File: config.mk
export PLATFORM = sky130hd
export DESIGN_NAME = integer_to_radix_ascii_unit
export DESIGN_NICKNAME = d
export VERILOG_FILES = /design/src/sv/itoa_pkg.sv /design/src/sv/itoa_divider.sv /design/src/sv/itoa_digit_stack.sv /design/src/sv/integer_to_radix_ascii_unit.sv
export SDC_FILE = /design/constraint.sdc
export NUM_CORES = 1
export LEC_CHECK = 0
export ABC_AREA = 1
export BUFFER_PORTS_ARGS = -buffer_cell sky130_fd_sc_hd__buf_2
export CAP_MARGIN = 20
export CORE_MARGIN = 2
export CORE_UTILIZATION = 50
export CTS_BUF_LIST = sky130_fd_sc_hd__clkbuf_4
export DETAILED_ROUTE_END_ITERATION = 12
export PLACE_DENSITY = 0.66
export SYNTH_ARGS = -nofsm -noshare
export SYNTH_HDL_FRONTEND = slang
export SYNTH_HIERARCHICAL = 1
export SYNTH_SLANG_ARGS = --single-unit
File: constraint.sdc
create_clock -name clock -period 9.8 [get_ports clock]
set_clock_uncertainty 0.05 [all_clocks]
set_input_delay 1.47 -clock clock [delete_from_list [all_inputs] [get_ports clock]]
set_output_delay 1.47 -clock clock [all_outputs]
set_load 0.1 [all_outputs]
File: src/sv/itoa_pkg.sv
// Shared types, constants and the digit-to-character function of the radix ASCII converter.
package itoa_pkg;

   localparam int VALUE_WIDTH = 32;
   localparam int RADIX_WIDTH = 5;
   localparam int CHAR_WIDTH = 8;
   localparam int DIGIT_WIDTH = 4;

   // The divider retires this many quotient bits per cycle.
   localparam int STEP_BITS = 8;
   localparam int STEP_COUNT = (VALUE_WIDTH + STEP_BITS - 1) / STEP_BITS;
   localparam int PAD_WIDTH = STEP_COUNT * STEP_BITS;
   localparam int STEP_CNT_WIDTH = (STEP_COUNT > 1) ? $clog2(STEP_COUNT) : 1;

   // Digit stack: one entry per possible digit.
   localparam int STACK_DEPTH = VALUE_WIDTH;
   localparam int STACK_ADDR_WIDTH = $clog2(STACK_DEPTH);
   localparam int DIGIT_CNT_WIDTH = $clog2(STACK_DEPTH + 1);

   localparam logic [RADIX_WIDTH-1:0] MIN_RADIX = 5'd2;
   localparam logic [RADIX_WIDTH-1:0] MAX_RADIX = 5'd16;
   localparam logic [RADIX_WIDTH-1:0] DECIMAL_RADIX = 5'd10;
   localparam logic [DIGIT_WIDTH-1:0] DIGIT_TEN = 4'd10;

   localparam logic [CHAR_WIDTH-1:0] CHAR_ZERO = 8'd48;
   localparam logic [CHAR_WIDTH-1:0] CHAR_LOWER_A = 8'd97;
   localparam logic [CHAR_WIDTH-1:0] CHAR_MINUS = 8'd45;
   localparam logic [CHAR_WIDTH-1:0] CHAR_NULL = 8'd0;

   typedef struct packed {
      logic signed [VALUE_WIDTH-1:0] number;
      logic [RADIX_WIDTH-1:0]        radix;
   } itoa_req_type;

   typedef struct packed {
      logic [CHAR_WIDTH-1:0] ascii_char;
      logic                  last_char;
      logic                  bad_radix;
   } itoa_rsp_type;

   typedef struct packed {
      logic                   start;
      logic [VALUE_WIDTH-1:0] dividend;
      logic [RADIX_WIDTH-1:0] divisor;
   } itoa_div_cmd_type;

   typedef struct packed {
      logic                   done;
      logic [VALUE_WIDTH-1:0] quotient;
      logic [DIGIT_WIDTH-1:0] remainder;
   } itoa_div_status_type;

   function automatic logic [CHAR_WIDTH-1:0] digit_to_char(input logic [DIGIT_WIDTH-1:0] digit);
      logic [CHAR_WIDTH-1:0] result;
      if (digit >= DIGIT_TEN) begin
         result = CHAR_LOWER_A + {{(CHAR_WIDTH-DIGIT_WIDTH){1'b0}}, digit - DIGIT_TEN};
      end else begin
         result = CHAR_ZERO + {{(CHAR_WIDTH-DIGIT_WIDTH){1'b0}}, digit};
      end
      return result;
   endfunction

endpackage

File: src/sv/itoa_divider.sv
// Iterative divider of the magnitude by the radix, several quotient bits per cycle.
module itoa_divider (
   input  logic                        clock,
   input  logic                        reset,
   input  itoa_pkg::itoa_div_cmd_type    div_cmd,
   output itoa_pkg::itoa_div_status_type div_status
);
   import itoa_pkg::*;

   logic [PAD_WIDTH-1:0]      shift_ff, shift_in;
   logic [DIGIT_WIDTH-1:0]    rem_ff, rem_in;
   logic [RADIX_WIDTH-1:0]    divisor_ff, divisor_in;
   logic [STEP_CNT_WIDTH-1:0] step_ff, step_in;
   logic                      busy_ff, busy_in;
   logic                      done_ff, done_in;

   // Long division of the top window by a base of at most 16: the running
   // remainder stays below the base, so each bit is a 5-bit compare and subtract.
   always_comb begin
      logic [DIGIT_WIDTH-1:0] rem;
      logic [RADIX_WIDTH-1:0] trial;
      logic [STEP_BITS-1:0]   window;
      logic [STEP_BITS-1:0]   qbits;
      rem = rem_ff;
      window = shift_ff[PAD_WIDTH-1 -: STEP_BITS];
      qbits = '0;
      for (int i = STEP_BITS - 1; i >= 0; i--) begin
         trial = {rem, window[i]};
         if (trial >= divisor_ff) begin
            trial = trial - divisor_ff;
            qbits[i] = 1'b1;
         end
         rem = trial[DIGIT_WIDTH-1:0];
      end

      shift_in = shift_ff;
      rem_in = rem_ff;
      divisor_in = divisor_ff;
      step_in = step_ff;
      busy_in = busy_ff;
      done_in = 1'b0;
      if (div_cmd.start) begin
         shift_in = PAD_WIDTH'(div_cmd.dividend);
         rem_in = '0;
         divisor_in = div_cmd.divisor;
         step_in = '0;
         busy_in = 1'b1;
      end else if (busy_ff) begin
         shift_in = {shift_ff[PAD_WIDTH-STEP_BITS-1:0], qbits};
         rem_in = rem;
         step_in = step_ff + 1'b1;
         if (step_ff == STEP_CNT_WIDTH'(STEP_COUNT - 1)) begin
            busy_in = 1'b0;
            done_in = 1'b1;
         end
      end
   end

   always_ff @(posedge clock) begin
      if (reset) begin
         busy_ff <= 1'b0;
         done_ff <= 1'b0;
      end else begin
         busy_ff <= busy_in;
         done_ff <= done_in;
      end
      shift_ff <= shift_in;
      rem_ff <= rem_in;
      divisor_ff <= divisor_in;
      step_ff <= step_in;
   end

   assign div_status.done = done_ff;
   assign div_status.quotient = shift_ff[VALUE_WIDTH-1:0];
   assign div_status.remainder = rem_ff;

endmodule

File: src/sv/itoa_digit_stack.sv
// Digit store: digits are written least significant first and read back in reverse.
module itoa_digit_stack (
   input  logic                                  clock,
   input  logic                                  wr_en,
   input  logic [itoa_pkg::STACK_ADDR_WIDTH-1:0] wr_addr,
   input  logic [itoa_pkg::DIGIT_WIDTH-1:0]      wr_digit,
   input  logic                                  rd_en,
   input  logic [itoa_pkg::STACK_ADDR_WIDTH-1:0] rd_addr,
   output logic [itoa_pkg::DIGIT_WIDTH-1:0]      rd_digit
);
   import itoa_pkg::*;

   logic [DIGIT_WIDTH-1:0] mem [STACK_DEPTH];
   logic [DIGIT_WIDTH-1:0] rd_digit_ff;

   always_ff @(posedge clock) begin
      if (wr_en) begin
         mem[wr_addr] <= wr_digit;
      end
      if (rd_en) begin
         rd_digit_ff <= mem[rd_addr];
      end
   end

   assign rd_digit = rd_digit_ff;

endmodule

File: src/sv/integer_to_radix_ascii_unit.sv
// Top level of the signed integer to radix ASCII converter.
// A radix outside 2..16 gives its single error word in the cycle after start. Otherwise
// each digit takes one pass of the divider (steps of 8 quotient bits, then a hand-off),
// then a '-' word goes out for negative decimal values, then one digit word per cycle.
// Busy stays high for the whole conversion; the last word leaves as busy falls.
// The receiver cannot stall. Synchronous reset idles the sequencer.
module integer_to_radix_ascii_unit (
   input  logic                   clock,
   input  logic                   reset,
   input  logic                   start,
   output logic                   busy,
   input  itoa_pkg::itoa_req_type req_item,
   output logic                   rsp_strobe,
   output itoa_pkg::itoa_rsp_type rsp_item
);
   import itoa_pkg::*;

   // Sequencer states. DIVIDE peels one digit per divider pass and pushes it
   // onto the digit stack; SIGN sends the minus word; EMIT pops one digit per
   // cycle; DRAIN lets the last read leave the stack's output register.
   typedef enum logic [2:0] {
      ST_IDLE,
      ST_DIVIDE,
      ST_SIGN,
      ST_EMIT,
      ST_DRAIN
   } state_type;

   state_type                   state_ff, state_in;
   logic [DIGIT_CNT_WIDTH-1:0]  count_ff, count_in;
   logic [STACK_ADDR_WIDTH-1:0] rd_ptr_ff, rd_ptr_in;
   logic [RADIX_WIDTH-1:0]      radix_ff, radix_in;
   logic                        sign_ff, sign_in;
   logic                        pend_valid_ff, pend_valid_in;
   logic                        pend_last_ff, pend_last_in;
   logic                        rsp_valid_ff, rsp_valid_in;
   itoa_rsp_type                rsp_item_ff, rsp_item_in;

   itoa_div_cmd_type            div_cmd;
   itoa_div_status_type         div_status;

   logic                        stk_wr_en;
   logic                        stk_rd_en;
   logic [DIGIT_WIDTH-1:0]      stk_rd_digit;

   logic                        radix_ok;
   logic                        number_neg;
   logic [VALUE_WIDTH-1:0]      number_bits;
   logic [VALUE_WIDTH-1:0]      magnitude;

   // The magnitude is formed as an unsigned two's complement negation, so the
   // most negative value becomes exactly 2^(VALUE_WIDTH-1) without overflow.
   always_comb begin
      radix_ok = req_item.radix inside {[MIN_RADIX:MAX_RADIX]};
      number_bits = req_item.number;
      number_neg = number_bits[VALUE_WIDTH-1];
      magnitude = number_neg ? (~number_bits + 1'b1) : number_bits;
   end

   itoa_divider u_divider (
      .clock      (clock),
      .reset      (reset),
      .div_cmd    (div_cmd),
      .div_status (div_status)
   );

   itoa_digit_stack u_digit_stack (
      .clock    (clock),
      .wr_en    (stk_wr_en),
      .wr_addr  (count_ff[STACK_ADDR_WIDTH-1:0]),
      .wr_digit (div_status.remainder),
      .rd_en    (stk_rd_en),
      .rd_addr  (rd_ptr_ff),
      .rd_digit (stk_rd_digit)
   );

   always_comb begin
      state_in = state_ff;
      count_in = count_ff;
      rd_ptr_in = rd_ptr_ff;
      radix_in = radix_ff;
      sign_in = sign_ff;
      pend_valid_in = 1'b0;
      pend_last_in = pend_last_ff;
      rsp_valid_in = 1'b0;
      rsp_item_in = rsp_item_ff;
      div_cmd.start = 1'b0;
      div_cmd.dividend = div_status.quotient;
      div_cmd.divisor = radix_ff;
      stk_wr_en = 1'b0;
      stk_rd_en = 1'b0;

      // A digit read from the stack in the previous cycle becomes a word now.
      if (pend_valid_ff) begin
         rsp_valid_in = 1'b1;
         rsp_item_in.ascii_char = digit_to_char(stk_rd_digit);
         rsp_item_in.last_char = pend_last_ff;
         rsp_item_in.bad_radix = 1'b0;
      end

      case (state_ff)
         ST_IDLE: begin
            if (start) begin
               if (radix_ok) begin
                  radix_in = req_item.radix;
                  sign_in = number_neg && (req_item.radix == DECIMAL_RADIX);
                  count_in = '0;
                  div_cmd.start = 1'b1;
                  div_cmd.dividend = magnitude;
                  div_cmd.divisor = req_item.radix;
                  state_in = ST_DIVIDE;
               end else begin
                  // An unusable base answers with one flagged word and no digits.
                  rsp_valid_in = 1'b1;
                  rsp_item_in.ascii_char = CHAR_NULL;
                  rsp_item_in.last_char = 1'b1;
                  rsp_item_in.bad_radix = 1'b1;
               end
            end
         end
         ST_DIVIDE: begin
            if (div_status.done) begin
               stk_wr_en = 1'b1;
               count_in = count_ff + 1'b1;
               if (div_status.quotient == '0) begin
                  // The digit just pushed is the most significant one.
                  rd_ptr_in = count_ff[STACK_ADDR_WIDTH-1:0];
                  state_in = sign_ff ? ST_SIGN : ST_EMIT;
               end else begin
                  div_cmd.start = 1'b1;
               end
            end
         end
         ST_SIGN: begin
            rsp_valid_in = 1'b1;
            rsp_item_in.ascii_char = CHAR_MINUS;
            rsp_item_in.last_char = 1'b0;
            rsp_item_in.bad_radix = 1'b0;
            state_in = ST_EMIT;
         end
         ST_EMIT: begin
            stk_rd_en = 1'b1;
            pend_valid_in = 1'b1;
            pend_last_in = (rd_ptr_ff == '0);
            if (rd_ptr_ff == '0) begin
               state_in = ST_DRAIN;
            end else begin
               rd_ptr_in = rd_ptr_ff - 1'b1;
            end
         end
         ST_DRAIN: begin
            state_in = ST_IDLE;
         end
         default: begin
            state_in = ST_IDLE;
         end
      endcase
   end

   always_ff @(posedge clock) begin
      if (reset) begin
         state_ff <= ST_IDLE;
         pend_valid_ff <= 1'b0;
         rsp_valid_ff <= 1'b0;
      end else begin
         state_ff <= state_in;
         pend_valid_ff <= pend_valid_in;
         rsp_valid_ff <= rsp_valid_in;
      end
      count_ff <= count_in;
      rd_ptr_ff <= rd_ptr_in;
      radix_ff <= radix_in;
      sign_ff <= sign_in;
      pend_last_ff <= pend_last_in;
      rsp_item_ff <= rsp_item_in;
   end

   assign busy = (state_ff != ST_IDLE);
   assign rsp_strobe = rsp_valid_ff;
   assign rsp_item = rsp_item_ff;

endmodule

==> results.py <==
metrics = {
    "routing": {
        "firstDrtPassIters": 8,
        "wire_per_inst_um": 15.7,
        "ant_nets": 0,
        "vias": 9839,
        "drc": 0,
        "drtIter0Drc": 779,
        "vias_per_cell": 5.22,
        "totalWireLength_um": 29600,
    },
    "clocking": {
        "clock-sinks": 209,
        "clockBufferDepth": 3,
        "cts_tree": "done",
        "path_clk_slew_ns": 0.07,
        "htree_num_levels": 2,
        "insertion_delay_ns": 0.67,
        "holdBufCountCts": 0,
        "cts_buffers": 55,
        "clockRootBuffer": "clkbuf_4",
    },
    "outcome": {
        "status": "finished clean",
    },
    "logic_synthesis": {
        "synth_flop_cell": "edfxtp_1",
        "synthTopCellsByCount": "nand2_1 (488), edfxtp_1 (186), nand3_1 (164)",
        "synth_top_area_frac": 0.453,
        "syn-instance-count": 1430,
        "ys_warn_count": 6,
        "synth_nets": 1527,
        "synth-edff-count": 186,
        "synth_area_um2": 12300,
        "synthTopCellsByArea": "edfxtp_1 (45%), nand2_1 (15%), nand3_1 (6.7%), ha_1 (5.0%), inv_1 (3.9%)",
        "synth_cell_type_count": 55,
        "async_reset_ff_frac": 0,
        "yosysTopAreaCell": "edfxtp_1",
        "yosysMostFrequentCell": "nand2_1",
        "ys_seq_area_frac": 0.490,
        "avgSynthCellArea_um2": 8.63,
        "yosys_register_bits": 209,
    },
    "die": {
        "core_area_um2": 24200,
        "dieArea_um2": 25900,
        "fp.dieW_um": 161,
        "core.rowCount": 57,
        "die_h_um": 161,
        "start_util": 0.509,
        "io_pins": 52,
    },
    "placed_design": {
        "port_buffers": 51,
        "gp_congestion": 0.906,
        "hpwl_um": 20100,
        "dp_cells": 1777,
    },
    "critical_path": {
        "worst_setup_path_start_kind": "register",
        "worstSetupPathType": "reg -> reg",
        "cpMostUsedCell": "nand2_1",
        "critPathTopFamily": "simple AND/OR/NAND/NOR gates",
        "slowest_stage": "edfxtp_1",
        "worstPathRequired_ns": 10.23,
        "crit_path_max_incr_delay_ns": 0.37,
        "end_kind": "register",
        "cp_max_fo": 8,
        "cp.arrival_ns": 9.47,
        "critical_path_buf_inv_count": 12,
    },
    "hold_path": {
        "hold_class": "reg -> reg",
    },
    "sta": {
        "clock.fmax_ghz": 0.111,
        "relSlewSlack": 0.299,
        "min_period_ns": 9.04,
        "worst_pin_slew_ns": 1.05,
        "slew_violations": 0,
        "finalCritPeriodShare": 0.923,
        "hold_viol_final": 0,
        "setup_violations": 0,
    },
    "flow_run": {
        "max_cap_viol_count": 0,
    },
    "grt": {
        "grt_pass1_wl_um": 47100,
        "antenna_found_initial": 1,
        "grt_max_degree": 69,
        "grt_overflow": 0,
        "grt_usage": 0.226,
        "grt_pass1_vias": 9618,
    },
    "layout": {
        "syn2layout_area_growth_pct": 11.2,
        "fin_cells": 1885,
        "drive_above_1_share": 0.163,
        "fill_cells": 2267,
        "fin_nets": 1616,
    },
}
-- worst reg2reg max path: cells and delay by family (launching register included) --
family | cells | cell delay (ns)
buffers and inverters | 12 | 1.06
adders and majority gates | 8 | 2.14
DFF | 1 | 0.37
AOI/OAI and AO/OA | 6 | 0.92
and+or+nand+nor | 41 | 4.37
-- layout make-up --
cell class | instances | area, um2 | share of cell area
sequential | 209 | 6050 | 0.441
clock buffer | 90 | 676 | 0.0493
tap | 324 | 405 | 0.0296
inverter | 140 | 528 | 0.0385
multi-input combinational | 1038 | 5580 | 0.407
timing repair buffer | 75 | 435 | 0.0317
clock inverter | 8 | 42.5 | 0.00310
antenna | 1 | 2.50 | 0.000182
-- layer usage --
metal / routed length (um) / global-route usage / vias up
li1: - / - / 4964
met3: 1670 / 0.0398 / 80
met1: 12400 / 0.281 / 4478
met4: 935 / 0.0938 / 0
met5: 0 / 0 / -
met2: 14600 / 0.391 / 317
-- sequential cells by signal, summed over array words and instances, names as in the netlist --
name,flops
u_divider/divisor_ff,5
u_divider/rem_ff,4
count_ff,5
radix_ff,5
state_ff,3
u_divider/busy_ff,1
sign_ff,1
rsp_strobe,1
u_digit_stack/mem,128
u_digit_stack/rd_digit,4
u_divider/shift_ff,32
rsp_item,10
pend_valid_ff,1
u_divider/done_ff,1
rd_ptr_ff,5
pend_last_ff,1
u_divider/step_ff,2
-- placed cells by master (no fill, tap or decap), drive strengths merged --
cell,synthesis,final
edfxtp,186,186
o221ai,1,1
nor3b,1,1
o31ai,2,2
a211oi,2,2
o211ai,4,4
a21boi,1,1
nand3,174,174
nor3,7,7
a22o,1,1
and3,1,1
dfxtp,23,23
o22ai,3,3
o21ai,60,60
o21bai,1,1
a31oi,1,1
clkinv,3,8
nor2,120,120
mux2i,6,6
diode,0,1
o21a,2,2
nand2,494,494
xnor2,17,17
clkbuf,10,90
a21o,1,1
nand4,15,15
or2,6,6
buf,33,75
ha,49,49
fa,8,8
xor2,20,20
nand3b,5,5
and2,5,5
a21oi,31,31
inv,137,140
-- stage by stage --
step                worst slack [ns]  TNS [ns]  hold WS (ns)  utilization  instance area (um2)
floorplan                      0.886         0         0.401            -                12300
global placement               0.705         0         0.365        0.527                12800
detailed placement             0.363         0         0.365        0.527                12800
CTS                            0.327         0         0.375        0.556                13500
global route                 -0.0818    -0.209         0.398        0.566                13700
finish                         0.756         0         0.372        0.566                13700
-- kinds of logic after synthesis --
family | share of synthesized area
xor+xnor | 0.0263
flops | 0.490
compound gates | 0.0557
simple gates | 0.290
buf+inv | 0.0702
mux | 0.00487
fa+ha+maj | 0.0627
-- final timing paths --
kind / start / to / slack, ns / cells after the start
worst min-delay path: rsp_item[9]$_DFF_P_ / rsp_item[9]$_DFF_P_ / 0.37 / 2
worst min register to register: rsp_item[9]$_DFF_P_ / rsp_item[9]$_DFF_P_ / 0.37 / 2
worst max register to register: u_divider/divisor_ff[4]$_DFFE_PP_ / u_divider/rem_ff[0]$_SDFFE_PP0P_ / 0.76 / 67
worst max-delay path: u_divider/divisor_ff[4]$_DFFE_PP_ / u_divider/rem_ff[0]$_SDFFE_PP0P_ / 0.76 / 67
-- repair_timing --
item                                    CTS  global route
resized for setup                         0            27
buffers inserted                          0             9
endpoints found under the setup margin    0             5
Power is not shown: default switching activity piles up to over one toggle a cycle in this logic, so the estimate is an artifact.
